===== src/hw/rtl/bius_pkg.sv =====
// Shared types, widths and codes for the best-IoU ROI selector.
`default_nettype none

package bius_pkg;

   // Field widths
   localparam int COORD_BITS = 16;
   localparam int SIZE_BITS  = 12;

   // Right/bottom edges carry one extra bit so they never wrap
   localparam int EDGE_BITS  = ((COORD_BITS > SIZE_BITS) ? COORD_BITS : SIZE_BITS) + 1;
   localparam int DIFF_BITS  = EDGE_BITS + 1;
   localparam int AREA_BITS  = 2 * SIZE_BITS;
   localparam int UNION_BITS = AREA_BITS + 1;
   localparam int PROD_BITS  = AREA_BITS + UNION_BITS;

   // CSR port geometry
   localparam int CSR_ADDR_BITS = 4;
   localparam int CSR_DATA_BITS = 32;

   // Register indexes (byte address = 4 * index)
   typedef enum logic [1:0] {
      REG_REF_LEFT   = 2'd0,
      REG_REF_TOP    = 2'd1,
      REG_REF_WIDTH  = 2'd2,
      REG_REF_HEIGHT = 2'd3
   } bius_reg_type;

   // Back-end sequencer states
   typedef enum logic {
      BACK_IDLE = 1'b0,
      BACK_CMP  = 1'b1
   } bius_back_state_type;

   typedef struct packed {
      logic signed [COORD_BITS-1:0] left;
      logic signed [COORD_BITS-1:0] top;
      logic        [SIZE_BITS-1:0]  width;
      logic        [SIZE_BITS-1:0]  height;
   } bius_rect_type;

   // One classified candidate waiting for the compare
   typedef struct packed {
      bius_rect_type               rect;
      logic [AREA_BITS-1:0]        inter;
      logic [UNION_BITS-1:0]       uni;
      logic                        group_end;
   } bius_entry_type;

   // Queue status seen by both sides
   typedef struct packed {
      logic full;
      logic empty;
   } bius_qflags_type;

endpackage

`default_nettype wire


===== src/hw/rtl/bius_rsp_if.sv =====
// Result output channel: valid/ready handshake with best-rectangle payload.
`default_nettype none

interface bius_rsp_if
   import bius_pkg::*;
();
   logic                         valid;
   logic                         ready;
   logic                         found;
   logic signed [COORD_BITS-1:0] best_left;
   logic signed [COORD_BITS-1:0] best_top;
   logic        [SIZE_BITS-1:0]  best_width;
   logic        [SIZE_BITS-1:0]  best_height;

   modport source (
      output valid, found, best_left, best_top, best_width, best_height,
      input  ready
   );

   modport sink (
      input  valid, found, best_left, best_top, best_width, best_height,
      output ready
   );
endinterface

`default_nettype wire


===== src/hw/rtl/bius_back.sv =====
// Back end: cross-multiplied IoU compare, running best and result register.
`default_nettype none

module bius_back
   import bius_pkg::*;
(
   input  wire logic            clock,
   input  wire logic            reset,
   input  wire bius_entry_type  head,
   input  wire bius_qflags_type qflags,
   output      logic            pop,
   bius_rsp_if.source           rsp_chan
);

   bius_back_state_type state_ff, state_in;

   // Running best
   logic [AREA_BITS-1:0]  best_inter_ff, best_inter_in;
   logic [UNION_BITS-1:0] best_union_ff, best_union_in;
   bius_rect_type         best_rect_ff,  best_rect_in;
   logic                  have_best_ff,  have_best_in;

   // Item under compare and its products
   bius_entry_type        work_ff;
   logic [PROD_BITS-1:0]  prod_a_ff, prod_a_in;
   logic [PROD_BITS-1:0]  prod_b_ff, prod_b_in;

   // Result register
   logic                  rsp_valid_ff, rsp_valid_in;
   logic                  rsp_found_ff;
   bius_rect_type         rsp_rect_ff;

   logic          slot_free;
   logic          win;
   logic          upd_have;
   bius_rect_type upd_rect;
   logic          load;
   logic          commit;
   logic          emit;

   assign slot_free = !rsp_valid_ff || rsp_chan.ready;

   // inter/uni > best_inter/best_union, compared as cross products
   assign prod_a_in = PROD_BITS'(head.inter) * PROD_BITS'(best_union_ff);
   assign prod_b_in = PROD_BITS'(best_inter_ff) * PROD_BITS'(head.uni);
   assign win       = (work_ff.uni != '0) && (prod_a_ff > prod_b_ff);
   assign upd_have  = have_best_ff || win;
   assign upd_rect  = win ? work_ff.rect : best_rect_ff;

   // Next state
   always_comb begin
      state_in = state_ff;
      case (state_ff)
         BACK_IDLE: begin
            if (!qflags.empty) begin
               state_in = BACK_CMP;
            end
         end
         BACK_CMP: begin
            if (!work_ff.group_end || slot_free) begin
               state_in = BACK_IDLE;
            end
         end
         default: state_in = BACK_IDLE;
      endcase
   end

   // Sequencer outputs
   always_comb begin
      load   = 1'b0;
      commit = 1'b0;
      emit   = 1'b0;
      case (state_ff)
         BACK_IDLE: load   = !qflags.empty;
         BACK_CMP: begin
            commit = !work_ff.group_end;
            emit   = work_ff.group_end && slot_free;
         end
         default: ;
      endcase
   end

   assign pop = load;

   // Best update; a group end restores the cleared values
   always_comb begin
      best_inter_in = best_inter_ff;
      best_union_in = best_union_ff;
      best_rect_in  = best_rect_ff;
      have_best_in  = have_best_ff;
      if (emit) begin
         best_inter_in = '0;
         best_union_in = UNION_BITS'(1);
         best_rect_in  = '0;
         have_best_in  = 1'b0;
      end else if (commit && win) begin
         best_inter_in = work_ff.inter;
         best_union_in = work_ff.uni;
         best_rect_in  = work_ff.rect;
         have_best_in  = 1'b1;
      end
   end

   assign rsp_valid_in = emit ? 1'b1 : (rsp_chan.ready ? 1'b0 : rsp_valid_ff);

   always_ff @(posedge clock) begin
      if (reset) begin
         state_ff      <= BACK_IDLE;
         best_inter_ff <= '0;
         best_union_ff <= UNION_BITS'(1);
         best_rect_ff  <= '0;
         have_best_ff  <= 1'b0;
         rsp_valid_ff  <= 1'b0;
      end else begin
         state_ff      <= state_in;
         best_inter_ff <= best_inter_in;
         best_union_ff <= best_union_in;
         best_rect_ff  <= best_rect_in;
         have_best_ff  <= have_best_in;
         rsp_valid_ff  <= rsp_valid_in;
      end
   end

   // Payload registers
   always_ff @(posedge clock) begin
      if (load) begin
         work_ff   <= head;
         prod_a_ff <= prod_a_in;
         prod_b_ff <= prod_b_in;
      end
      if (emit) begin
         rsp_found_ff <= upd_have;
         rsp_rect_ff  <= upd_rect;
      end
   end

   // Best rect stays zero until a win, so fields read zero when not found
   assign rsp_chan.valid       = rsp_valid_ff;
   assign rsp_chan.found       = rsp_found_ff;
   assign rsp_chan.best_left   = rsp_rect_ff.left;
   assign rsp_chan.best_top    = rsp_rect_ff.top;
   assign rsp_chan.best_width  = rsp_rect_ff.width;
   assign rsp_chan.best_height = rsp_rect_ff.height;

endmodule

`default_nettype wire


===== src/flat_wrapper.sv =====
// flat-port wrapper written by rule: the top's interface ports become plain ports
module bius_back_flat import bius_pkg::*;
  (clock, reset, head, qflags, pop, rsp_chan_valid, rsp_chan_found, rsp_chan_best_left, rsp_chan_best_top, rsp_chan_best_width, rsp_chan_best_height, rsp_chan_ready);
  bius_rsp_if rsp_chan_i ();
  input  wire logic clock;
  input  wire logic reset;
  input  wire bius_entry_type head;
  input  wire bius_qflags_type qflags;
  output      logic pop;
  output wire logic [$bits(rsp_chan_i.valid)-1:0] rsp_chan_valid;
  output wire logic [$bits(rsp_chan_i.found)-1:0] rsp_chan_found;
  output wire logic [$bits(rsp_chan_i.best_left)-1:0] rsp_chan_best_left;
  output wire logic [$bits(rsp_chan_i.best_top)-1:0] rsp_chan_best_top;
  output wire logic [$bits(rsp_chan_i.best_width)-1:0] rsp_chan_best_width;
  output wire logic [$bits(rsp_chan_i.best_height)-1:0] rsp_chan_best_height;
  input wire logic [$bits(rsp_chan_i.ready)-1:0] rsp_chan_ready;
  assign rsp_chan_valid = rsp_chan_i.valid;
  assign rsp_chan_found = rsp_chan_i.found;
  assign rsp_chan_best_left = rsp_chan_i.best_left;
  assign rsp_chan_best_top = rsp_chan_i.best_top;
  assign rsp_chan_best_width = rsp_chan_i.best_width;
  assign rsp_chan_best_height = rsp_chan_i.best_height;
  assign rsp_chan_i.ready = rsp_chan_ready;
  bius_back u_core (.clock(clock), .reset(reset), .head(head), .qflags(qflags), .pop(pop), .rsp_chan(rsp_chan_i));
endmodule

===== config.mk =====
export PLATFORM = sky130hd
export DESIGN_NAME = bius_back_flat
export DESIGN_NICKNAME = d
export VERILOG_FILES = /design/src/hw/rtl/bius_pkg.sv /design/src/hw/rtl/bius_rsp_if.sv /design/src/hw/rtl/bius_back.sv /design/src/flat_wrapper.sv
export SDC_FILE = /design/constraint.sdc
export NUM_CORES = 2
export LEC_CHECK = 0
export BUFFER_PORTS_ARGS = -buffer_cell sky130_fd_sc_hd__buf_2
export CORE_MARGIN = 10
export CORE_UTILIZATION = 60
export DETAILED_ROUTE_END_ITERATION = 12
export GPL_TIMING_DRIVEN = 0
export PLACE_DENSITY = 0.77
export SETUP_SLACK_MARGIN = 0.15
export SKIP_CTS_REPAIR_TIMING = 1
export SYNTH_ARGS = -nofsm -noshare
export SYNTH_HDL_FRONTEND = slang
export SYNTH_SLANG_ARGS = --single-unit
export TNS_END_PERCENT = 20

===== constraint.sdc =====
create_clock -name clock -period 31 [get_ports clock]
set_input_delay 3.1 -clock clock [delete_from_list [all_inputs] [get_ports clock]]
set_output_delay 3.1 -clock clock [all_outputs]
set_load 0.01 [all_outputs]

## Word level (Yosys, flattened, before mapping)

Index checks and enable logic that the tools add are counted.

- Reductions and logical operators: 12
- Muxes and demuxes: 9
- Bitwise logic cells: 1
- Multiply operators: 2
- $lt $le $gt $ge: 1

Operator list:

| operator | number |
|---|---|
| multiplier 24 x 25 -> 49 bit | 2 |
| two-way mux 56 bit | 1 |
| greater-than comparator 49 bit | 1 |
| nonzero test 25 bit | 1 |
| two-way mux 1 bit | 7 |
| logical AND 1 bit | 3 |
| logical NOT 1 bit | 3 |
| logical OR 1 bit | 3 |
| one-hot mux 1 bit (2 select lines) | 1 |
| nonzero test 2 bit | 1 |
| OR reduction 2 bit | 1 |
| NOT 1 bit | 1 |

- Word-level logic and storage cells: 48
- Output and inout port bits: 59
- Register bits: 369

## Depth between registers and ports, before layout

- Depth after elaboration: 5
- Depth in mapped cells: 27

## Worst setup path after synthesis

No wires, ideal clock.

- Path type: input-to-output
- Start point: in qflags[0] in the netlist's numbering
- End point: out pop
- Data arrival time: 11718 ps
- Setup slack: 16182 ps
- Stages: 1
- Cell sequence: nor2_1

- Longest elaborated chain between the ends: 2

RTL lines:

| item | line | source |
|---|---|---|
| start, declared | flat_wrapper.sv:8 | `input wire bius_qflags_type qflags;` |
| logical NOT 1 bit | - |  |
| two-way mux 1 bit | bius_back.sv:73 | `case (state_ff)` |
| end, declared | flat_wrapper.sv:9 | `output logic pop;` |

Every way passes these cells.

## Worst setup path in the final report

- Start point: in head[43] in the netlist's numbering
- End point: reg u_core.prod_a_ff[43], data pin

- Longest elaborated chain between the ends: 1

RTL lines:

| item | line | source |
|---|---|---|
| start, declared | flat_wrapper.sv:7 | `input wire bius_entry_type head;` |
| multiplier 24 x 25 -> 49 bit | bius_back.sv:44 | `assign prod_a_in = PROD_BITS'(head.inter) * PROD_BITS'(best_union_ff);` |
| via u_core.prod_a_in[43] | bius_back.sv:25 | `logic [PROD_BITS-1:0] prod_a_ff, prod_a_in;` |
| end signal, assigned | bius_back.sv:128 | `prod_a_ff <= prod_a_in;` |
| end, declared | bius_back.sv:25 |  |

The timed path passes the listed nets, and every way through them passes these cells.
A chain may end at the register's enable or synchronous reset.

==> run_results.csv <==
group,metric,value,unit
grt,grt_pass1_wl,246000,um
sta,finalHoldViolations,0,
placed_design,placed_cell_area,56400,um2
yosys,ys_seq_area_share,18.5,%
placed_design,port_buffers,168,
yosys,syn_area,53900,um2
worst_setup_path,max_stage_delay,1070,ps
cells_and_area,fin_area,57800,um2
routing,dr_total_vias,40498,
yosys,netlist_instances,5579,
worst_setup_path,critPathTopFamily,"adder cells",
cells_and_area,fillCellCount,7020,
sta,finalMaxSlewViolations,0,
yosys,synth.most_common_cell,"inv_1",
sta,hold_ws,457,ps
worst_setup_path,critPathBufInv,9,
floorplanning,core,88800,um2
clock_tree,clk_pin_slew,50,ps
worst_setup_path,worst_ep_arrival_time,12160,ps
sta,setup_viol_count_final,0,
grt,grt_pass1_vias,42765,
grt,grt_max_degree,36,
clock_tree,cts.sinks,369,
flow_run,drv_cap,0,
sta,skew,28.4,ps
yosys,synth_top_area_share,37.4,%
clock_tree,tritoncts,"built",
clock_tree,root_buffer,"clkbuf_16",
worst_setup_path,endpoint_kind,"register",
yosys,synth_area_leaders,"fa_1 (37%), edfxtp_1 (15%), ha_1 (9.3%)",
yosys,ys_ff_latch,369,
routing,final_antenna_net_count,0,
clock_tree,cts_inserted_buffers,41,
floorplanning,io_pins,170,
sta,period_needed,11770,ps
yosys,synth_top_cell_by_area,"fa_1",
min_path,hold_path.class,"reg2reg",
clock_tree,worst_skew_pair.late_latency,570,ps
routing,routedWlPerCell,22.5,um
outcome,run_status,"finished, final reports clean",
yosys,synth-main-ff-cell,"edfxtp_1",
placed_design,dp_hpwl,129000,um
clock_tree,htreeDepth,2,
yosys,syn_nets,7097,
cells_and_area,drive_gt1_share,5.81,%
worst_setup_path,worstSetupPathType,"in2reg",
worst_setup_path,crit_path_frequent_cell,"fa_1",
worst_setup_path,cp-start-kind,"input pin",
yosys,ys_warn_count,0,
cells_and_area,syn2layout_area_growth,7.15,%
sta,grt_setup_unrepaired,"no",
worst_setup_path,cp.required,31380,ps
worst_setup_path,cp_max_fo,10,
routing,viasPerCell,5.78,
yosys,synthTopCellsByCount,"inv_1 (1216), fa_1 (1008), nand2_1 (901)",
floorplanning,start_util,60.7,%
grt,grt_overflow,0,
floorplanning,die-area,102000,um2
power,power_density,25.3,nW/um2
sta,worstMarginPinSlew,1250,ps
routing,drc_errors,0,
routing,drt_pass1_iterations,6,
sta,fin_crit_sh,38.0,%
power,p_leak,0.0280,uW
cells_and_area,final_nets,7317,
yosys,ys_types,77,
yosys,async_reset_ff_share,0,%
floorplanning,die_x,320,um
routing,routed_wl,158000,um
floorplanning,rows,109,
clock_tree,clk_path_buf_depth,3,
yosys,avgSynthCellArea,9.66,um2
power,ir_drop,0.0367,mV
yosys,synth_edf_count,261,
placed_design,gp_congestion,1.03,
sta,slew_headroom,15.8,%
grt,grt_use_total,31.4,%
sta,tns,0,ps
floorplanning,dieHeight,320,um
grt,antenna_found_initial,15,
routing,dr.first_iter.drc_count,3717,
worst_setup_path,r2r_setup_slack,22210,ps
worst_setup_path,crit_slowest_cell,"o41ai_1",
sta,max_freq,0.0849,GHz
-- placed cells by master, fill, tap and decap left out, types with 32 or more instances in the layout --
cell,n
fa_1,1008
nor2_1,65
a21oi_1,105
and2_1,593
a21o_1,76
mux2_2,57
nand2_1,901
dfxtp_1,108
o21ai_0,54
inv_1,1216
clkbuf_16,41
ha_1,399
edfxtp_1,261
buf_2,180
mux2i_1,105
nand3_1,32
xnor2_1,51
clkbuf_1,267
nand4_1,32
-- through the flow --
| stage | worst slack, ps | cells | total power, uW | util (%) |
|---|---|---|---|---|
| after floorplan | 16180 | 5579 | 844 | - |
| after global placement | 11120 | 6912 | 978 | 63.3 |
| after detailed placement | 19150 | 6921 | 985 | 63.6 |
| after CTS | 19610 | 6997 | 1460 | 65.0 |
| after global routing | 18940 | 6998 | 1530 | 65.0 |
| final | 19230 | 7008 | 1460 | 65.1 |
-- kinds of logic after synthesis --
group	after synthesis	share of synthesized area, %
buf+inv	1495	10.6
xor+xnor	81	1.32
fa+ha+maj	1407	46.7
simple gates	1710	15.3
mux	162	3.14
compound gates	355	4.38
flops	369	18.5
-- per-layer routing --
layer  GRT usage [%]  up-vias  share of wire [%]
met2            49.0     2307                 45
met5           0.520        -               0.11
met4            15.9       18                6.1
met1            39.7    20256                 38
met3            8.90      595                 12
li1                -    17322                  -
-- report_power, final --
part / total [uW] / internal [uW] / switching, uW
clock: 475 / 271 / 204
combinational: 405 / 142 / 263
sequential: 581 / 566 / 15.1
total: 1460 / 979 / 482
-- worst min-delay path, delay by kind of cell (launching register included) --
| kind | cells | cell delay [ps] |
|---|---|---|
| muxes | 1 | 50 |
| DFF | 1 | 300 |
| and+or+nand+nor | 1 | 50 |
-- path summary, 6_finish.rpt --
path	startpoint	endpoint	depth (start not counted)
worst max-delay path	head[43]	u_core.prod_a_ff[43]	25
worst min-delay path	u_core.best_rect_ff[47]	u_core.best_rect_ff[47]	2
worst max register to register	u_core.best_union_ff[7]	u_core.prod_a_ff[43]	23
worst min register to register	u_core.best_rect_ff[47]	u_core.best_rect_ff[47]	2
-- sequential cells by signal, indices dropped and copies added, names as in the netlist, 16 cells and up --
name,count
u_core.rsp_chan.best_left,16
u_core.best_union_ff,25
u_core.rsp_chan.best_top,16
u_core.prod_b_ff,49
u_core.prod_a_ff,49
u_core.best_inter_ff,24
u_core.work_ff,106
u_core.best_rect_ff,56
-- final cells by class --
cell class | instances | area, um2 | area share [%]
diodes | 11 | 27.5 | 0.0477
clock buffers | 60 | 1120 | 1.93
repair buffers | 177 | 1050 | 1.82
multi-input cells | 3715 | 38200 | 66.1
flip-flops and latches | 369 | 10000 | 17.3
well taps | 1165 | 1460 | 2.52
inverters | 1216 | 4560 | 7.90
clock inverters | 16 | 188 | 0.325
plain buffers | 279 | 1150 | 2.00
Note: power is estimated with default switching activity, not from simulation.
