$ cat config.mk
export PLATFORM = sky130hd
export DESIGN_NAME = bius_queue
export DESIGN_NICKNAME = d
export VERILOG_FILES = /design/src/hw/rtl/bius_pkg.sv /design/src/hw/rtl/bius_queue.sv
export SDC_FILE = /design/constraint.sdc
export NUM_CORES = 1
export LEC_CHECK = 0
export ABC_AREA = 1
export BUFFER_PORTS_ARGS = -buffer_cell sky130_fd_sc_hd__buf_2
export CORE_ASPECT_RATIO = 0.5
export CORE_MARGIN = 1
export CORE_UTILIZATION = 34
export CTS_CLUSTER_SIZE = 40
export DETAILED_ROUTE_END_ITERATION = 8
export PLACE_DENSITY = 0.66
export SLEW_MARGIN = 10
export SYNTH_ARGS = -nofsm -noshare
export SYNTH_HDL_FRONTEND = slang
export SYNTH_SLANG_ARGS = --single-unit
$ cat constraint.sdc
create_clock -name clock -period 7.1 [get_ports clock]
set_clock_uncertainty 0.1 [all_clocks]
set_input_delay 1.065 -clock clock [delete_from_list [all_inputs] [get_ports clock]]
set_output_delay 1.065 -clock clock [all_outputs]
set_load 0.03 [all_outputs]
$ cat src/hw/rtl/bius_pkg.sv
// Shared types, widths and codes for the best-IoU ROI selector.
`default_nettype none

package bius_pkg;

   // Field widths
   localparam int COORD_BITS = 16;
   localparam int SIZE_BITS  = 12;

   // Right/bottom edges carry one extra bit so they never wrap
   localparam int EDGE_BITS  = ((COORD_BITS > SIZE_BITS) ? COORD_BITS : SIZE_BITS) + 1;
   localparam int DIFF_BITS  = EDGE_BITS + 1;
   localparam int AREA_BITS  = 2 * SIZE_BITS;
   localparam int UNION_BITS = AREA_BITS + 1;
   localparam int PROD_BITS  = AREA_BITS + UNION_BITS;

   // CSR port geometry
   localparam int CSR_ADDR_BITS = 4;
   localparam int CSR_DATA_BITS = 32;

   // Register indexes (byte address = 4 * index)
   typedef enum logic [1:0] {
      REG_REF_LEFT   = 2'd0,
      REG_REF_TOP    = 2'd1,
      REG_REF_WIDTH  = 2'd2,
      REG_REF_HEIGHT = 2'd3
   } bius_reg_type;

   // Back-end sequencer states
   typedef enum logic {
      BACK_IDLE = 1'b0,
      BACK_CMP  = 1'b1
   } bius_back_state_type;

   typedef struct packed {
      logic signed [COORD_BITS-1:0] left;
      logic signed [COORD_BITS-1:0] top;
      logic        [SIZE_BITS-1:0]  width;
      logic        [SIZE_BITS-1:0]  height;
   } bius_rect_type;

   // One classified candidate waiting for the compare
   typedef struct packed {
      bius_rect_type               rect;
      logic [AREA_BITS-1:0]        inter;
      logic [UNION_BITS-1:0]       uni;
      logic                        group_end;
   } bius_entry_type;

   // Queue status seen by both sides
   typedef struct packed {
      logic full;
      logic empty;
   } bius_qflags_type;

endpackage

`default_nettype wire

$ cat src/hw/rtl/bius_queue.sv
// Two-entry register queue between the front end and the compare back end.
`default_nettype none

module bius_queue
   import bius_pkg::*;
(
   input  wire logic            clock,
   input  wire logic            reset,
   input  wire logic            push,
   input  wire bius_entry_type  push_entry,
   input  wire logic            pop,
   output      bius_entry_type  head,
   output      bius_qflags_type qflags
);

   bius_entry_type entry_ff [2];
   logic           wr_ptr_ff, wr_ptr_in;
   logic           rd_ptr_ff, rd_ptr_in;
   logic [1:0]     count_ff,  count_in;

   assign head         = entry_ff[rd_ptr_ff];
   assign qflags.full  = (count_ff == 2'd2);
   assign qflags.empty = (count_ff == 2'd0);

   // Pointer and fill count update
   always_comb begin
      wr_ptr_in = push ? ~wr_ptr_ff : wr_ptr_ff;
      rd_ptr_in = pop  ? ~rd_ptr_ff : rd_ptr_ff;
      count_in  = count_ff;
      if (push && !pop) begin
         count_in = count_ff + 2'd1;
      end else if (pop && !push) begin
         count_in = count_ff - 2'd1;
      end
   end

   always_ff @(posedge clock) begin
      if (reset) begin
         wr_ptr_ff <= 1'b0;
         rd_ptr_ff <= 1'b0;
         count_ff  <= 2'd0;
      end else begin
         wr_ptr_ff <= wr_ptr_in;
         rd_ptr_ff <= rd_ptr_in;
         count_ff  <= count_in;
      end
   end

   // Entry storage
   always_ff @(posedge clock) begin
      if (push) begin
         entry_ff[wr_ptr_ff] <= push_entry;
      end
   end

endmodule

`default_nettype wire

Yosys cells after proc, flatten, opt, wreduce, memory -nomap -nowiden. Memory sizes are Yosys's and may differ from the RTL's. A register that Yosys moved wholly into a read port is not among the register bits. Index checks and enable logic that the tools add are counted.

Add/subtract/negate cells: 2. $mul: 0. Div/mod/pow operators: 0. Magnitude comparators: 0. Equal/unequal tests: 1. Shifts and indexed selects: 0. Muxes and demuxes: 6. Bitwise logic cells: 2. Reductions and logical operators: 6.

Operator list (number): 1-bit two-way mux (4); 2-bit two-way mux (2); 2-bit by 1-bit adder with 2-bit output (second input constant) (1); 2-bit == test (second input constant) (1); 1-bit logical AND (2); 1-bit zero test (2); 2-bit zero test (1); 1-bit inverter (2); 2-bit nonzero test (1); 2-bit by 1-bit subtractor with 2-bit output (second input constant) (1).

Register bits: 4. Bits in latches: 0. Memory bits (writable): 212. ROM bits: 0. Input bits: 110. Output and inout port bits: 108. Logic and storage cells: 21. Memories: 1.

Memories: entry_ff (words 2, width 106, rd ports 1, clocked after memory_dff 1, wr ports 1, RTL line bius_queue.sv:16) `bius_entry_type entry_ff [2];`.

Longest topological paths before layout. Gate-level depths: netlist of run 1.

Depth after elaboration: 4. Gate-level depth with buffers: 8. Depth with buffers taken out: 8.

Worst setup path after synthesis of run 1. OpenSTA, ideal clock, no wires.

Path kind: input to register. From: in push. To: mem entry_ff[0][0] in the netlist's numbering (enable). Setup time: 0.575 ns. Data arrival time: 5.541 ns. Required time: 6.425 ns. Slack: 0.884 ns. Stages: 2. Path buffers: 0. Path through: inv_1 -> nor2_1.

Cells in the longest elaborated chain, start to end: 2.

RTL lines: start, declared (RTL line bius_queue.sv:9) `input wire logic push,`; 1-bit two-way mux (RTL line bius_queue.sv:51) `if (push) begin`; 1-bit two-way mux (not written as such) (RTL line bius_queue.sv:52) `entry_ff[wr_ptr_ff] <= push_entry;`; end, declared (RTL line bius_queue.sv:16).

No other way between the ends.

==> key figures, run 1 <==
Hold path
  – Worst Hold Path Cells: 2
  – Worst Hold Class: reg -> reg
  – Startpoint of the worst hold path: rd_ptr_ff

Critical path
  – Startpoint-to-endpoint class of the critical path: reg -> out
  – Startpoint class of the critical path: register
  – Worst R2R Start: wr_ptr_ff
  – Crit path arrival time: 2870 ps
  – Critical R2R Capture: entry_ff[0][92]
  – R2R setup slack: 4450 ps
  – R2R cell count: 3
  – Sort of element at the end of the critical path: primary output
  – CP Max Fanout: 56
  – Data required, critical path: 5930 ps

Die
  – Die boundary height: 111 um
  – Placeable core area: 0.0230 mm2
  – Number of I/O pins: 218
  – Width of the die: 219 um
  – Num rows: 39
  – Total Die Area: 0.0243 mm2
  – Starting utilization of the core area: 0.350

Cells and area
  – Final standard cell area without fillers: 0.0102 mm2
  – Post-Layout Cell Count: 921
  – Fraction of layout instances using a drive strength above 1: 0.593
  – Utilization after layout: 0.444
  – Post-layout nets: 707
  – Fillers: 2,000
  – Synthesis-to-finish area growth: 27.1%
  – Area of the multi-input gates: 0.00144 mm2
  – Sequential cell area in the final layout: 0.00647 mm2

Run status
  – Outcome: finished clean

Place
  – Half-perimeter wire length after placement: 10.7 mm
  – Placed cell areas: 0.00945 mm2
  – Port Buf Inserts: 217
  – Place WS: 3510 ps
  – Global placer's final weighted congestion: 0.791
  – Dpl cells: 879

Drt
  – Average wire per standard cell: 17.6 um
  – Detailed Route WL: 16.2 mm
  – Antenna Violating Nets Remaining: 0
  – DRC violation total after the first TritonRoute iteration: 249
  – Number of remaining DRC errors: 0
  – Vias: 4,070
  – Router iterations before antenna repair: 4
  – Average via count per standard cell: 4.42

Clock tree
  – CTS tree: done
  – Clk_lat worst skew: 490 ps
  – Post-CTS clock slew at the launch and capture registers of the worst setup and hold paths: 60 ps
  – # Post-CTS Setup Buffers: 0
  – Count of hold-fix buffers inserted at cts: 0
  – Number of H-tree levels: 1
  – Buffers from clock root to sink, at most: 3
  – Number of clock sinks: 217
  – Total clock buffers created by CTS: 22
  – Cell chosen for the clock root: sky130_fd_sc_hd__clkbuf_16
  – Post-CTS Resized: 0

STA
  – Count of pins over their slew limit: 0
  – Number of hold violations in the final report: 0
  – # setup viols final: 0
  – Post-route worst hold slack: 426 ps
  – Final WS setup: 3060 ps
  – Highest attainable clock frequency: 248 MHz
  – Minimum clock period after layout: 4040 ps
  – Crit share post-route: 0.569
  – Worst slew pin tran: 869 ps
  – Max-slew headroom at the worst pin: 0.421
  – RSZ-0062 raised after global routing: false
  – Total negative slack for setup checks: 0 ps

Job
  – Max-capacitance violation count: 0

Power
  – Max IR drop VDD: 0.000161 V
  – Total power draw: 3.10 mW
  – Power density over the cells: 304 mW/mm2
  – Pleak: 3.90 nW

Global route
  – Global-route wire length before repair: 24.3 mm
  – Total overflow reported by the global router: 0
  – Total global-route track usage: 0.133
  – Initial antenna violation count: 2
  – Vias in the first global route: 4,292
  – Largest net degree at the start of global routing: 63

Synthesis
  – Library cells used by synthesis: 16
  – Yosys warnings: 0
  – Synthesis-stage register bit count: 217
  – Cell Area, Synth: 0.00803 mm2
  – Instance count of the mapped netlist: 363
  – Number of nets in the synthesized netlist: 474
  – Sequential cell area fraction in the yosys report: 0.805
  – Average cell area after synthesis: 22.1 um2
-- per-layer routing --
metal  GRT usage  wire [um]  vias to the layer above
met3      0.0288        615                       29
met1       0.150       6230                     2075
li1            -          -                     1895
met4      0.0380        346                        0
met5           0          0                        -
met2       0.249       9000                       71
-- cell usage after synthesis, drive strengths merged --
cell | number | area share
ha | 1 | 0.0016
buf | 12 | 0.012
o21ai | 1 | 0.00062
nor3 | 1 | 0.00062
dfxtp | 5 | 0.012
inv | 9 | 0.0042
edfxtp | 212 | 0.79
nor2 | 7 | 0.0033
nand4 | 1 | 0.00078
xnor2 | 1 | 0.0011
a21oi | 1 | 0.00062
nand2 | 5 | 0.0023
nand3 | 1 | 0.00062
mux2 | 106 | 0.17
-- state kept, by name, indices dropped and copies added, names as in the netlist, named ones only --
signal / flops
count_ff: 2
entry_ff: 212
rd_ptr_ff: 1
wr_ptr_ff: 1
-- critical path, stage by stage (launching register included) --
cell	delay, ps
sky130_fd_sc_hd__dfxtp_4	900
sky130_fd_sc_hd__buf_4	800
sky130_fd_sc_hd__mux2_2	420
sky130_fd_sc_hd__buf_2	180
-- cell usage in the layout (no fill, tap or decap), drive strengths merged --
| cell type | n |
|---|---|
| buf | 221 |
| edfxtp | 212 |
| mux2 | 106 |
| clkbuf | 31 |
| inv | 9 |
| nor2 | 7 |
| nand2 | 5 |
| dfxtp | 5 |
| clkinv | 4 |
| bufinv | 3 |
| diode | 2 |
| clkinvlp | 2 |
| xnor2 | 1 |
| o21ai | 1 |
| a21oi | 1 |
| nor3 | 1 |
| nand3 | 1 |
| nand4 | 1 |
| ha | 1 |
-- report_power, final --
part           internal (mW)  switching, mW
Clock                  0.733          0.467
Combinational          0.146          0.242
Sequential              1.48         0.0301
Total                   2.36          0.738
-- final cells by class --
class | instances | area share
flip-flops and latches | 217 | 0.633
multi-input cells | 125 | 0.141
repair buffers | 221 | 0.109
clock buffers | 31 | 0.0622
well taps | 307 | 0.0376
clock inverters | 9 | 0.0120
inverters | 9 | 0.00355
diodes | 2 | 0.000490
-- worst max-delay path by stage --
stage,from,endpoint,slack [ps],cells after the start
3_3_place_gp,push,entry_ff[0][97],3560,5
6_report,register,head[53],3060,3
5_1_grt,register,head[103],2900,3
4_1_cts,register,head[47],2990,3
3_5_place_dp,push,entry_ff[0][97],3510,5
2_1_floorplan,push,entry_ff[0][0],880,2
-- cells by family after synthesis --
kind of cell	count (synthesis)	share of synthesized area
DFF	217	0.805
muxes	106	0.167
buffers and inverters	21	0.0164
and+or+nand+nor	15	0.00763
AOI/OAI and AO/OA	2	0.00124
xor gates and xnor gates	1	0.00109
adders and majority gates	1	0.00156
No activity file was read; power rests on OpenSTA's default activity.
==> inputs of run 2 (changes only) <==
- PLACE_DENSITY: 0.66 -> 0.68
- clock period: 7.1 -> 3.5 ns (I/O delays scaled with it)
==> run 2 against run 1 <==
Routed wire length grew 0.92%. Critical path type unchanged. Largest cell class unchanged. Cell area about the same. Sequential power grew 100%. Clock power is 90% higher. Critical path depth stayed put. Die area stayed put.
==> key figures, run 2 (synthesis results as in run 1) <==
STA
  – Crit share post-route: 0.826
  – Max-slew headroom at the worst pin: 0.520 (+0.0994)
  – Worst slew pin tran: 720 ps (-149 ps)
  – Highest attainable clock frequency: 346 MHz
  – Count of pins over their slew limit: 0 (unchanged)
  – Total negative slack for setup checks: 0 ps (unchanged)
  – Number of hold violations in the final report: 0 (unchanged)
  – # setup viols final: 0 (unchanged)
  – Minimum clock period after layout: 2890 ps
  – Final WS setup: 608 ps (-2460 ps)
  – RSZ-0062 raised after global routing: false

Cells and area
  – Registers with the highest flip-flop counts: entry_ff (212), count_ff (2)
  – Fillers: 2,028 (+1.4%)
  – Register with the highest flop count: entry_ff
  – Top library cells by usage in the layout, fill and taps aside: sky130_fd_sc_hd__buf_2 (217), sky130_fd_sc_hd__edfxtp_1 (212), sky130_fd_sc_hd__mux2_2 (66)
  – Max reg flops: 212 (unchanged)
  – Sequential cell area in the final layout: 0.00647 mm2 (unchanged)
  – Post-layout nets: 709 (+0.28%)
  – Commonest non-fill, non-tap cell in the layout: sky130_fd_sc_hd__buf_2
  – Area of the multi-input gates: 0.00144 mm2 (unchanged)
  – Synthesis-to-finish area growth: 27.1% (about the same)
  – Fraction of layout instances using a drive strength above 1: 0.595 (+0.00163)

Die
  – Placeable core area: 0.0230 mm2 (unchanged)
  – Number of I/O pins: 218 (unchanged)
  – Die boundary height: 111 um (unchanged)
  – Num rows: 39 (unchanged)
  – Starting utilization of the core area: 0.350 (unchanged)
  – Width of the die: 219 um (unchanged)
  – Total Die Area: 0.0243 mm2 (unchanged)

Clock tree
  – Post-CTS Resized: 0 (unchanged)
  – Count of hold-fix buffers inserted at cts: 0 (unchanged)
  – Number of clock sinks: 217 (unchanged)
  – Number of H-tree levels: 1 (unchanged)
  – Buffers from clock root to sink, at most: 3 (unchanged)
  – Total clock buffers created by CTS: 21 (-4.5%)
  – Clk_lat worst skew: 490 ps (about the same)
  – Post-CTS clock slew at the launch and capture registers of the worst setup and hold paths: 70 ps (about the same)
  – # Post-CTS Setup Buffers: 0 (unchanged)
  – CTS tree: done
  – Cell chosen for the clock root: sky130_fd_sc_hd__clkbuf_16

Place
  – Half-perimeter wire length after placement: 10.8 mm (+0.54%)
  – Global placer's final weighted congestion: 0.762 (-3.7%)
  – Place WS: 1100 ps (-2410 ps)
  – Port Buf Inserts: 217 (unchanged)

Critical path
  – CP Max Fanout: 40 (-29%)
  – Largest delay share family, worst path: flip-flops
  – Data required, critical path: 2870 ps (-3060 ps)
  – Worst R2R Start: wr_ptr_ff
  – Slowest-stage cell, CP: sky130_fd_sc_hd__dfxtp_4
  – Startpoint-to-endpoint class of the critical path: reg -> out
  – Cells along the critical path: buf_4 > mux2_2 > buf_2
  – Highest cell delay on the worst timing path: 720 ps (-180 ps)
  – Sort of element at the end of the critical path: primary output
  – Crit path arrival time: 2270 ps (-600 ps)
  – Number of buffers and inverters on the critical path: 2 (unchanged)
  – Startpoint class of the critical path: register

Drt
  – Detailed Route WL: 16.3 mm (+0.92%)
  – Vias: 4,065 (-0.12%)
  – Router iterations before antenna repair: 4 (unchanged)
  – DRC violation total after the first TritonRoute iteration: 176 (-29%)
  – Number of remaining DRC errors: 0 (unchanged)
  – Average via count per standard cell: 4.41 (-0.12%)
  – Average wire per standard cell: 17.7 um (+0.92%)
  – Antenna Violating Nets Remaining: 0 (unchanged)

Global route
  – Global-route wire length before repair: 24.5 mm (+0.62%)
  – Initial antenna violation count: 4 (+2)
  – Vias in the first global route: 4,322 (+0.70%)
  – Largest net degree at the start of global routing: 52 (-17%)
  – Total overflow reported by the global router: 0 (unchanged)
  – Total global-route track usage: 0.134 (+0.00122)

Job
  – Max-capacitance violation count: 0 (unchanged)

Power
  – Power density over the cells: 602 mW/mm2 (+98%)
  – Pleak: 3.90 nW (about the same)
  – Internal power consumption: 4.64 mW (+96%)
  – Switching share of power: 0.245 (+0.00705)
  – Comb pwr share: 0.132 (+0.007)
  – Max IR drop VDD: 0.000258 V (+60%)
  – Switching pwr: 1.51 mW (+100%)
  – Part of the power in registers: 0.497 (+0.009)
  – Clock Power Share: 0.370 (-0.017)

Hold path
  – Worst Hold Class: in -> reg
  – Startpoint of the worst hold path: push_entry[38]

Run status
  – Outcome: finished clean
==> run 2: path summary, 6_finish.rpt <==
check,slack [ps],cells after the start,endpoint
worst max-delay path,610,3,head[5]
worst min-delay path,110,1,entry_ff[0][38]
worst max register to register,1650,3,entry_ff[1][26]
worst min register to register,420,2,rd_ptr_ff
==> run 2: power by group through the flow <==
stage | logic (mW) | registers, mW | clock network (mW)
floorplan | 0.582 | 3.09 | 0
global placement | 0.813 | 3.11 | 0
detailed placement | 0.823 | 3.12 | 0
CTS | 0.827 | 3.06 | 2.35
global route | 0.857 | 3.07 | 2.44
finish | 0.812 | 3.06 | 2.28
==> run 2: per-stage QoR <==
| step | area (um2) | power, mW | hold WS (ps) | std cells | util |
|---|---|---|---|---|---|
| after floorplan | 8040 | 3.68 | 380 | 363 | - |
| after global placement | 9520 | 3.92 | 400 | 882 | 0.414 |
| after detailed placement | 9520 | 3.94 | 404 | 882 | 0.414 |
| after CTS | 10200 | 6.24 | 77.5 | 919 | 0.444 |
| after global routing | 10200 | 6.37 | 81.5 | 921 | 0.444 |
| final | 10200 | 6.15 | 110 | 921 | 0.444 |
==> run 2: worst register-to-register path, cell delays in order, from the launching register on <==
cell and delay (ps):
sky130_fd_sc_hd__dfxtp_1 390, sky130_fd_sc_hd__nand2_1 110, sky130_fd_sc_hd__inv_4 530, sky130_fd_sc_hd__buf_4 400
==> run 2: metal layers <==
metal  track usage  vias up  share of wire
met5             0        -         0.0013
met4        0.0412        4          0.024
met3        0.0340       34          0.041
met2         0.253       68           0.56
met1         0.145     2066           0.37
li1              -     1893              -
==> run 2: area by class of cell <==
class,count,area share
flip-flops and latches,217,0.634
multi-input cells,125,0.141
repair buffers,224,0.116
clock buffers,23,0.0522
well taps,307,0.0376
clock inverters,14,0.0147
inverters,9,0.00355
diodes,2,0.000490
