===== src/hw/rtl/bius_pkg.sv =====
// Shared types, widths and codes for the best-IoU ROI selector.
`default_nettype none

package bius_pkg;

   // Field widths
   localparam int COORD_BITS = 16;
   localparam int SIZE_BITS  = 12;

   // Right/bottom edges carry one extra bit so they never wrap
   localparam int EDGE_BITS  = ((COORD_BITS > SIZE_BITS) ? COORD_BITS : SIZE_BITS) + 1;
   localparam int DIFF_BITS  = EDGE_BITS + 1;
   localparam int AREA_BITS  = 2 * SIZE_BITS;
   localparam int UNION_BITS = AREA_BITS + 1;
   localparam int PROD_BITS  = AREA_BITS + UNION_BITS;

   // CSR port geometry
   localparam int CSR_ADDR_BITS = 4;
   localparam int CSR_DATA_BITS = 32;

   // Register indexes (byte address = 4 * index)
   typedef enum logic [1:0] {
      REG_REF_LEFT   = 2'd0,
      REG_REF_TOP    = 2'd1,
      REG_REF_WIDTH  = 2'd2,
      REG_REF_HEIGHT = 2'd3
   } bius_reg_type;

   // Back-end sequencer states
   typedef enum logic {
      BACK_IDLE = 1'b0,
      BACK_CMP  = 1'b1
   } bius_back_state_type;

   typedef struct packed {
      logic signed [COORD_BITS-1:0] left;
      logic signed [COORD_BITS-1:0] top;
      logic        [SIZE_BITS-1:0]  width;
      logic        [SIZE_BITS-1:0]  height;
   } bius_rect_type;

   // One classified candidate waiting for the compare
   typedef struct packed {
      bius_rect_type               rect;
      logic [AREA_BITS-1:0]        inter;
      logic [UNION_BITS-1:0]       uni;
      logic                        group_end;
   } bius_entry_type;

   // Queue status seen by both sides
   typedef struct packed {
      logic full;
      logic empty;
   } bius_qflags_type;

endpackage

`default_nettype wire


===== src/hw/rtl/bius_req_if.sv =====
// Candidate input channel: valid/ready handshake with candidate payload.
`default_nettype none

interface bius_req_if
   import bius_pkg::*;
();
   logic                         valid;
   logic                         ready;
   logic signed [COORD_BITS-1:0] cand_left;
   logic signed [COORD_BITS-1:0] cand_top;
   logic        [SIZE_BITS-1:0]  cand_width;
   logic        [SIZE_BITS-1:0]  cand_height;
   logic                         group_end;

   modport source (
      output valid, cand_left, cand_top, cand_width, cand_height, group_end,
      input  ready
   );

   modport sink (
      input  valid, cand_left, cand_top, cand_width, cand_height, group_end,
      output ready
   );
endinterface

`default_nettype wire


===== src/hw/rtl/bius_front.sv =====
// Front end: reference-box CSRs, candidate intake, intersection and union areas.
`default_nettype none

module bius_front
   import bius_pkg::*;
(
   input  wire logic                     clock,
   input  wire logic                     reset,
   // CSR port
   input  wire logic                     csr_psel,
   input  wire logic                     csr_penable,
   input  wire logic                     csr_pwrite,
   input  wire logic [CSR_ADDR_BITS-1:0] csr_paddr,
   input  wire logic [CSR_DATA_BITS-1:0] csr_pwdata,
   output      logic [CSR_DATA_BITS-1:0] csr_prdata,
   // candidate channel
   bius_req_if.sink                      req_chan,
   // queue write side
   input  wire bius_qflags_type          qflags,
   output      logic                     push,
   output      bius_entry_type           push_entry
);

   // Reference box registers
   logic signed [COORD_BITS-1:0] ref_left_ff,   ref_left_in;
   logic signed [COORD_BITS-1:0] ref_top_ff,    ref_top_in;
   logic        [SIZE_BITS-1:0]  ref_width_ff,  ref_width_in;
   logic        [SIZE_BITS-1:0]  ref_height_ff, ref_height_in;
   logic        [AREA_BITS-1:0]  ref_area_ff,   ref_area_in;

   logic         csr_wr;
   bius_reg_type csr_reg;

   // Intake stage
   logic                  a_valid_ff,  a_valid_in;
   bius_rect_type         a_rect_ff,   a_rect_in;
   logic                  a_end_ff,    a_end_in;
   logic [SIZE_BITS-1:0]  a_dx_ff,     a_dx_in;
   logic [SIZE_BITS-1:0]  a_dy_ff,     a_dy_in;
   logic [AREA_BITS-1:0]  a_area_ff,   a_area_in;

   logic                         accept;
   logic signed [EDGE_BITS-1:0]  cand_x2, cand_y2, ref_x2, ref_y2;
   logic signed [EDGE_BITS-1:0]  min_x2, min_y2;
   logic signed [COORD_BITS-1:0] max_x1, max_y1;
   logic signed [DIFF_BITS-1:0]  diff_x, diff_y;
   logic [AREA_BITS-1:0]         inter;

   // CSR decode; low address bits are ignored
   assign csr_wr  = csr_psel && csr_penable && csr_pwrite;
   assign csr_reg = bius_reg_type'(csr_paddr[3:2]);

   always_comb begin
      ref_left_in   = ref_left_ff;
      ref_top_in    = ref_top_ff;
      ref_width_in  = ref_width_ff;
      ref_height_in = ref_height_ff;
      if (csr_wr) begin
         case (csr_reg)
            REG_REF_LEFT:   ref_left_in   = signed'(csr_pwdata[COORD_BITS-1:0]);
            REG_REF_TOP:    ref_top_in    = signed'(csr_pwdata[COORD_BITS-1:0]);
            REG_REF_WIDTH:  ref_width_in  = csr_pwdata[SIZE_BITS-1:0];
            REG_REF_HEIGHT: ref_height_in = csr_pwdata[SIZE_BITS-1:0];
            default: ;
         endcase
      end
   end

   // Reference area is registered from the size registers, so it follows them in the next cycle
   assign ref_area_in = AREA_BITS'(ref_width_ff) * AREA_BITS'(ref_height_ff);

   // Read-back
   always_comb begin
      case (csr_reg)
         REG_REF_LEFT:   csr_prdata = CSR_DATA_BITS'($unsigned(ref_left_ff));
         REG_REF_TOP:    csr_prdata = CSR_DATA_BITS'($unsigned(ref_top_ff));
         REG_REF_WIDTH:  csr_prdata = CSR_DATA_BITS'(ref_width_ff);
         REG_REF_HEIGHT: csr_prdata = CSR_DATA_BITS'(ref_height_ff);
         default:        csr_prdata = '0;
      endcase
   end

   // Handshake: the intake stage drains into the queue
   assign push           = a_valid_ff && !qflags.full;
   assign req_chan.ready = !a_valid_ff || !qflags.full;
   assign accept         = req_chan.valid && req_chan.ready;

   // Edges and overlap extents
   always_comb begin
      cand_x2 = EDGE_BITS'(req_chan.cand_left) + $signed(EDGE_BITS'(req_chan.cand_width));
      cand_y2 = EDGE_BITS'(req_chan.cand_top)  + $signed(EDGE_BITS'(req_chan.cand_height));
      ref_x2  = EDGE_BITS'(ref_left_ff) + $signed(EDGE_BITS'(ref_width_ff));
      ref_y2  = EDGE_BITS'(ref_top_ff)  + $signed(EDGE_BITS'(ref_height_ff));
      max_x1  = (req_chan.cand_left > ref_left_ff) ? req_chan.cand_left : ref_left_ff;
      max_y1  = (req_chan.cand_top  > ref_top_ff)  ? req_chan.cand_top  : ref_top_ff;
      min_x2  = (cand_x2 < ref_x2) ? cand_x2 : ref_x2;
      min_y2  = (cand_y2 < ref_y2) ? cand_y2 : ref_y2;
      diff_x  = DIFF_BITS'(min_x2) - DIFF_BITS'(max_x1);
      diff_y  = DIFF_BITS'(min_y2) - DIFF_BITS'(max_y1);
   end

   // Non-positive extent clips to zero, which zeroes the intersection
   always_comb begin
      a_valid_in       = accept ? 1'b1 : (push ? 1'b0 : a_valid_ff);
      a_rect_in.left   = req_chan.cand_left;
      a_rect_in.top    = req_chan.cand_top;
      a_rect_in.width  = req_chan.cand_width;
      a_rect_in.height = req_chan.cand_height;
      a_end_in         = req_chan.group_end;
      a_dx_in          = (diff_x > 0) ? diff_x[SIZE_BITS-1:0] : '0;
      a_dy_in          = (diff_y > 0) ? diff_y[SIZE_BITS-1:0] : '0;
      a_area_in        = AREA_BITS'(req_chan.cand_width) * AREA_BITS'(req_chan.cand_height);
   end

   // Intersection and union into the queue entry
   assign inter                = AREA_BITS'(a_dx_ff) * AREA_BITS'(a_dy_ff);
   assign push_entry.rect      = a_rect_ff;
   assign push_entry.inter     = inter;
   assign push_entry.uni       = UNION_BITS'(a_area_ff) + UNION_BITS'(ref_area_ff)
                                 - UNION_BITS'(inter);
   assign push_entry.group_end = a_end_ff;

   always_ff @(posedge clock) begin
      if (reset) begin
         ref_left_ff   <= '0;
         ref_top_ff    <= '0;
         ref_width_ff  <= '0;
         ref_height_ff <= '0;
         ref_area_ff   <= '0;
         a_valid_ff    <= 1'b0;
      end else begin
         ref_left_ff   <= ref_left_in;
         ref_top_ff    <= ref_top_in;
         ref_width_ff  <= ref_width_in;
         ref_height_ff <= ref_height_in;
         ref_area_ff   <= ref_area_in;
         a_valid_ff    <= a_valid_in;
      end
   end

   // Payload of the intake stage
   always_ff @(posedge clock) begin
      if (accept) begin
         a_rect_ff <= a_rect_in;
         a_end_ff  <= a_end_in;
         a_dx_ff   <= a_dx_in;
         a_dy_ff   <= a_dy_in;
         a_area_ff <= a_area_in;
      end
   end

endmodule

`default_nettype wire


===== src/flat_wrapper.sv =====
// flat-port wrapper written by rule: the top's interface ports become plain ports
module bius_front_flat import bius_pkg::*;
  (clock, reset, csr_psel, csr_penable, csr_pwrite, csr_paddr, csr_pwdata, csr_prdata, qflags, push, push_entry, req_chan_valid, req_chan_cand_left, req_chan_cand_top, req_chan_cand_width, req_chan_cand_height, req_chan_group_end, req_chan_ready);
  bius_req_if req_chan_i ();
  input  wire logic clock;
  input  wire logic reset;
  input  wire logic csr_psel;
  input  wire logic csr_penable;
  input  wire logic csr_pwrite;
  input  wire logic [CSR_ADDR_BITS-1:0] csr_paddr;
  input  wire logic [CSR_DATA_BITS-1:0] csr_pwdata;
  output      logic [CSR_DATA_BITS-1:0] csr_prdata;
  input  wire bius_qflags_type qflags;
  output      logic push;
  output      bius_entry_type push_entry;
  input wire logic [$bits(req_chan_i.valid)-1:0] req_chan_valid;
  input wire logic [$bits(req_chan_i.cand_left)-1:0] req_chan_cand_left;
  input wire logic [$bits(req_chan_i.cand_top)-1:0] req_chan_cand_top;
  input wire logic [$bits(req_chan_i.cand_width)-1:0] req_chan_cand_width;
  input wire logic [$bits(req_chan_i.cand_height)-1:0] req_chan_cand_height;
  input wire logic [$bits(req_chan_i.group_end)-1:0] req_chan_group_end;
  output wire logic [$bits(req_chan_i.ready)-1:0] req_chan_ready;
  assign req_chan_i.valid = req_chan_valid;
  assign req_chan_i.cand_left = req_chan_cand_left;
  assign req_chan_i.cand_top = req_chan_cand_top;
  assign req_chan_i.cand_width = req_chan_cand_width;
  assign req_chan_i.cand_height = req_chan_cand_height;
  assign req_chan_i.group_end = req_chan_group_end;
  assign req_chan_ready = req_chan_i.ready;
  bius_front u_core (.clock(clock), .reset(reset), .csr_psel(csr_psel), .csr_penable(csr_penable), .csr_pwrite(csr_pwrite), .csr_paddr(csr_paddr), .csr_pwdata(csr_pwdata), .csr_prdata(csr_prdata), .req_chan(req_chan_i), .qflags(qflags), .push(push), .push_entry(push_entry));
endmodule

===== config.mk =====
export PLATFORM = sky130hd
export DESIGN_NAME = bius_front_flat
export DESIGN_NICKNAME = d
export VERILOG_FILES = /design/src/hw/rtl/bius_pkg.sv /design/src/hw/rtl/bius_req_if.sv /design/src/hw/rtl/bius_front.sv /design/src/flat_wrapper.sv
export SDC_FILE = /design/constraint.sdc
export NUM_CORES = 2
export LEC_CHECK = 0
export CAP_MARGIN = 0
export CORE_ASPECT_RATIO = 1.2
export CORE_MARGIN = 2
export CORE_UTILIZATION = 55
export CTS_CLUSTER_DIAMETER = 80
export DETAILED_ROUTE_END_ITERATION = 16
export DONT_BUFFER_PORTS = 1
export PLACE_DENSITY = 0.7
export SLEW_MARGIN = 20
export SYNTH_ARGS = -nofsm -noshare
export SYNTH_HDL_FRONTEND = slang
export SYNTH_SLANG_ARGS = --single-unit
export TNS_END_PERCENT = 100

===== constraint.sdc =====
create_clock -name clock -period 10.19 [get_ports clock]
set_clock_uncertainty 0.15 [all_clocks]
set_input_delay 0 -clock clock [delete_from_list [all_inputs] [get_ports clock]]
set_output_delay 0 -clock clock [all_outputs]
set_load 0.01 [all_outputs]

; Word-level counts from Yosys, hierarchy flattened
; Cells that the tools add are included.
[word_totals]
regBits = 186
in_bits = 101
out_inout_bits = 140
elab_cells = 54
[op_classes]
addsub = 8
multipliers = 3
magnitude_cmp = 6
eq_ne = 3
muxes = 7
n_reduce_logical = 13
[ops]
columns = op, n
row1 = $pmux 32 s4, 1
row2 = $mul 12x12->24, 3
row3 = $add 16x13->17, 4
row4 = $gt 18x1->1 const B, 2
row5 = $sub 17x16->18, 2
row6 = $lt 17x17->1, 2
row7 = $mux 17, 2
row8 = $gt 16x16->1, 2
row9 = $mux 16, 2
row10 = $add 24x24->25, 1
row11 = $sub 25x24->25, 1
row12 = $reduce_and 2->1, 4
row13 = $eq 2x2->1 const B, 2
row14 = $logic_and 1x1->1, 4
row15 = $eq 2x1->1 const B, 1
row16 = $logic_not 1->1, 2
row17 = $logic_not 2->1, 1
row18 = $mux 1, 2
row19 = $reduce_bool 2->1, 1
row20 = $logic_or 1x1->1, 1

; Longest topological paths before layout
[depth]
word_depth = 5
depth_mapped = 33
depth_no_buf = 31

; Worst setup path before layout
; No wires, ideal clock.
[synth_path]
path_kind = register to output
startpoint = register u_core.a_dy_ff[3]
endpoint = output port push_entry[25] (netlist bit)
arrival_time_ps = 7239
required_ps = 10040
path_slack_ps = 2801
path_stages_with_launch = 30
path_buffers = 2
cell_sequence = edfxtp_1 -> clkbuf_1 -> nand2_1 -> fa_1 -> fa_1 -> fa_1 -> inv_1 -> fa_1 -> inv_1 -> fa_1 -> inv_1 -> ha_1 -> or2_2 -> a21oi_1 -> a21oi_1 -> and2_1 -> o21a_1 -> o41ai_1 -> xnor2_1 -> fa_1 -> inv_1 -> ha_1 -> clkbuf_1 -> a41oi_1 -> o21ai_0 -> a21oi_1 -> a21oi_2 -> or3_1 -> a21oi_2 -> xnor2_1
[synth_rtl]
columns = element, line_no
row1 = "start, declared", bius_front.sv:39  ; logic [SIZE_BITS-1:0] a_dy_ff, a_dy_in;
row2 = "start signal, assigned", bius_front.sv:147  ; a_dy_ff <= a_dy_in;
row3 = "end, declared", flat_wrapper.sv:15  ; output bius_entry_type push_entry;

==> flow_metrics.env <==
export IMPL_nets=3889
export IMPL_dr_wl_met3_um=6025
export IMPL_cp_start_kind="flip-flop"
export IMPL_min_period_ps=8698
export IMPL_synthTopCellsByArea="fa_1, ha_1, edfxtp_1"
export IMPL_fill_cells=4237
export IMPL_drc_errors=0
export IMPL_grt_usage_pct=30.07
export IMPL_tritoncts="yes"
export IMPL_dieArea_um2=51780
export IMPL_tightest_slew_ps=937.7
export IMPL_drv_slew=0
export IMPL_numCtsBuffers=17
export IMPL_syn_to_final_growth_pct=8.432
export IMPL_synth_edf_count=105
export IMPL_core_area_um2=49220
export IMPL_cts_root_buf="clkbuf_16"
export IMPL_ys_warn_count=0
export IMPL_antenna_found_initial=3
export IMPL_path_common_cell="fa_1"
export IMPL_drt_iter0_markers=1491
export IMPL_portBuffers=0
export IMPL_cp_end_kind="output pin"
export IMPL_worstPathArrival_ps=8550
export IMPL_syn_cell_area_um2=27480
export IMPL_slowest_stage="edfxtp_1"
export IMPL_die_x_um=208.1
export IMPL_dr_pass1_iters=5
export IMPL_wl_met1_um=29980
export IMPL_seqCellArea_um2=4775
export IMPL_yosysMostFrequentCell="inv_1"
export IMPL_clock_sinks=186
export IMPL_maxUsedRoutingLayer="met5"
export IMPL_crit_type="flip-flop to output pin"
export IMPL_grt_first_pass_wirelength_um=121100
export IMPL_grt_overflow=0
export IMPL_avgViaCountPerCell=5.811
export IMPL_r2r_slack_ps=2660
export IMPL_slew_headroom_pct=37.31
export IMPL_vias=21810
export IMPL_final_area_um2=29800
export IMPL_syn_area_per_cell_um2=9.004
export IMPL_setup_viol=0
export IMPL_drive_gt1_share_pct=2.858
export IMPL_multiInputGateArea_um2=20380
export IMPL_fmax_ghz=0.1150
export IMPL_detail_route_antenna_nets=0
export IMPL_synthArstFlopShare_pct=0
export IMPL_drv_cap=0
export IMPL_clkLatencyLatePin_ps=510
export IMPL_cts_resized=0
export IMPL_tns_ps=0
export IMPL_synthCells=3052
export IMPL_clkSlewWorstSetupHoldPaths_ps=70
export IMPL_synth_top_area_share_pct=24.04
export IMPL_fin_crit_sh_pct=85.36
export IMPL_wire_per_inst_um=20.65
export IMPL_hold_viol=0
export IMPL_routed_wl_um=77490
export IMPL_synth_common_cells="inv_1, nand2_1, ha_1"
export IMPL_rsz0062_at_grt="no"
export IMPL_clockBufferDepth=2
export IMPL_cp_max_fo=12
export IMPL_rows=89
export IMPL_post_dp_cell_area_um2=27890
export IMPL_grt_max_degree=82
export IMPL_finalWeightedCongestion=0.9397
export IMPL_initial_core_util_pct=55.83
export IMPL_io_pins=241
export IMPL_dp_final_hpwl_um=59730
export IMPL_synthFlopType="edfxtp_1"
export IMPL_hp_class="primary input to flip-flop"
export IMPL_cp_slowest_stage_delay_ps=690
export IMPL_yosysUniqueCellTypes=69
export IMPL_required_ps=10040
export IMPL_synth_seq_area_share_pct=17.37
export IMPL_status="finished, final reports clean"
export IMPL_wl_met2_um=38200
export IMPL_synth_seq_cells=186
export IMPL_cts_max_level=4
export IMPL_synth_top_area_cell="fa_1"
export IMPL_grt_pass1_vias=22380
export IMPL_die_h_um=248.9
==> cell type report <==
cell class / count / share of cell area (%)
multi-input cells: 2261 / 68.39
flip-flops and latches: 186 / 16.02
inverters: 497 / 6.261
repair buffers: 138 / 4.611
well taps: 637 / 2.675
clock buffers: 17 / 1.428
clock inverters: 15 / 0.5921
diodes: 2 / 0.01680
==> per-stage QoR <==
| stage | cells | utilization (%) | hold WS, ps | setup WS [ps] |
|---|---|---|---|---|
| after floorplan | 3067 | - | -103.6 | 2801 |
| after global placement | 3591 | 56.67 | -99.04 | 2196 |
| after global routing | 3751 | 60.53 | 45.25 | 1171 |
| after CTS | 3751 | 60.53 | 6.881 | 1529 |
| final | 3753 | 60.54 | 45.69 | 1492 |
| after detailed placement | 3591 | 56.67 | -95.27 | 2092 |
==> registers in the layout, indices dropped and copies added, names as in the netlist <==
register,cells
u_core.a_area_ff,24
u_core.a_dx_ff,12
u_core.a_dy_ff,12
u_core.a_end_ff,1
u_core.a_valid_ff,1
u_core.push_entry,56
u_core.ref_area_ff,24
u_core.ref_height_ff,12
u_core.ref_left_ff,16
u_core.ref_top_ff,16
u_core.ref_width_ff,12
==> cells in the final DEF (no fill, tap or decap), drive strengths merged, types with 5 or more instances in the layout <==
| master | netlist | layout |
|---|---|---|
| a2111oi | 5 | 5 |
| a211oi | 14 | 14 |
| a21boi | 6 | 6 |
| a21o | 56 | 56 |
| a21oi | 155 | 155 |
| a31oi | 5 | 5 |
| and2 | 159 | 159 |
| and3 | 21 | 21 |
| buf | 23 | 11 |
| clkbuf | 100 | 17 |
| clkinv | 0 | 6 |
| conb | 1 | 16 |
| dfxtp | 81 | 81 |
| dlygate4sd3 | 0 | 127 |
| edfxtp | 105 | 105 |
| fa | 330 | 330 |
| ha | 357 | 357 |
| inv | 497 | 505 |
| mux2 | 12 | 12 |
| mux2i | 73 | 73 |
| mux4 | 12 | 12 |
| nand2 | 397 | 397 |
| nand2b | 30 | 30 |
| nand3 | 38 | 38 |
| nand4 | 19 | 19 |
| nor2 | 146 | 146 |
| nor2b | 32 | 32 |
| nor3 | 22 | 22 |
| o211ai | 6 | 6 |
| o21a | 23 | 23 |
| o21ai | 91 | 91 |
| o21bai | 18 | 18 |
| o31a | 5 | 5 |
| o41ai | 7 | 7 |
| or2 | 8 | 8 |
| or3 | 8 | 8 |
| xnor2 | 103 | 103 |
| xor2 | 40 | 40 |
==> worst paths after layout <==
path,startpoint,endpoint,depth (start not counted)
min,req_chan_cand_top[10],u_core.a_dy_ff[10],4
max reg2reg,u_core.ref_width_ff[0],u_core.a_dx_ff[5],27
max,u_core.a_dx_ff[7],push_entry[25],27
min reg2reg,u_core.ref_left_ff[14],u_core.ref_left_ff[14],2
==> logic make-up after synthesis <==
group / share of synthesized area (%)
simple gates: 15.15
fa+ha+maj: 40.30
buf+inv: 8.715
compound gates: 9.757
flops: 17.37
xor+xnor: 4.558
mux: 4.134
other cells: 0.01365
==> timing repair <==
item | CTS | global route
endpoints found under the hold margin | 206 | 0
hold buffers | 128 | 0
setup buffers | 0 | 0
==> critical path, delay by kind of cell, from the launching register on <==
family                     cells  cell delay [ps]
AOI/OAI and AO/OA              9             1740
xor gates and xnor gates       2              530
adders and majority gates      8             3820
buffers and inverters          4              200
DFF                            1              690
and+or+nand+nor                4             1060
==> metal layers <==
metal / up-vias / GRT usage, %
li1: 9969 / -
met1: 10780 / 36.30
met2: 867 / 51.42
met3: 188 / 6.430
met4: 2 / 13.68
met5: - / 0
Power is not shown: default switching activity piles up to over one toggle a cycle in this logic, so the estimate is an artifact.
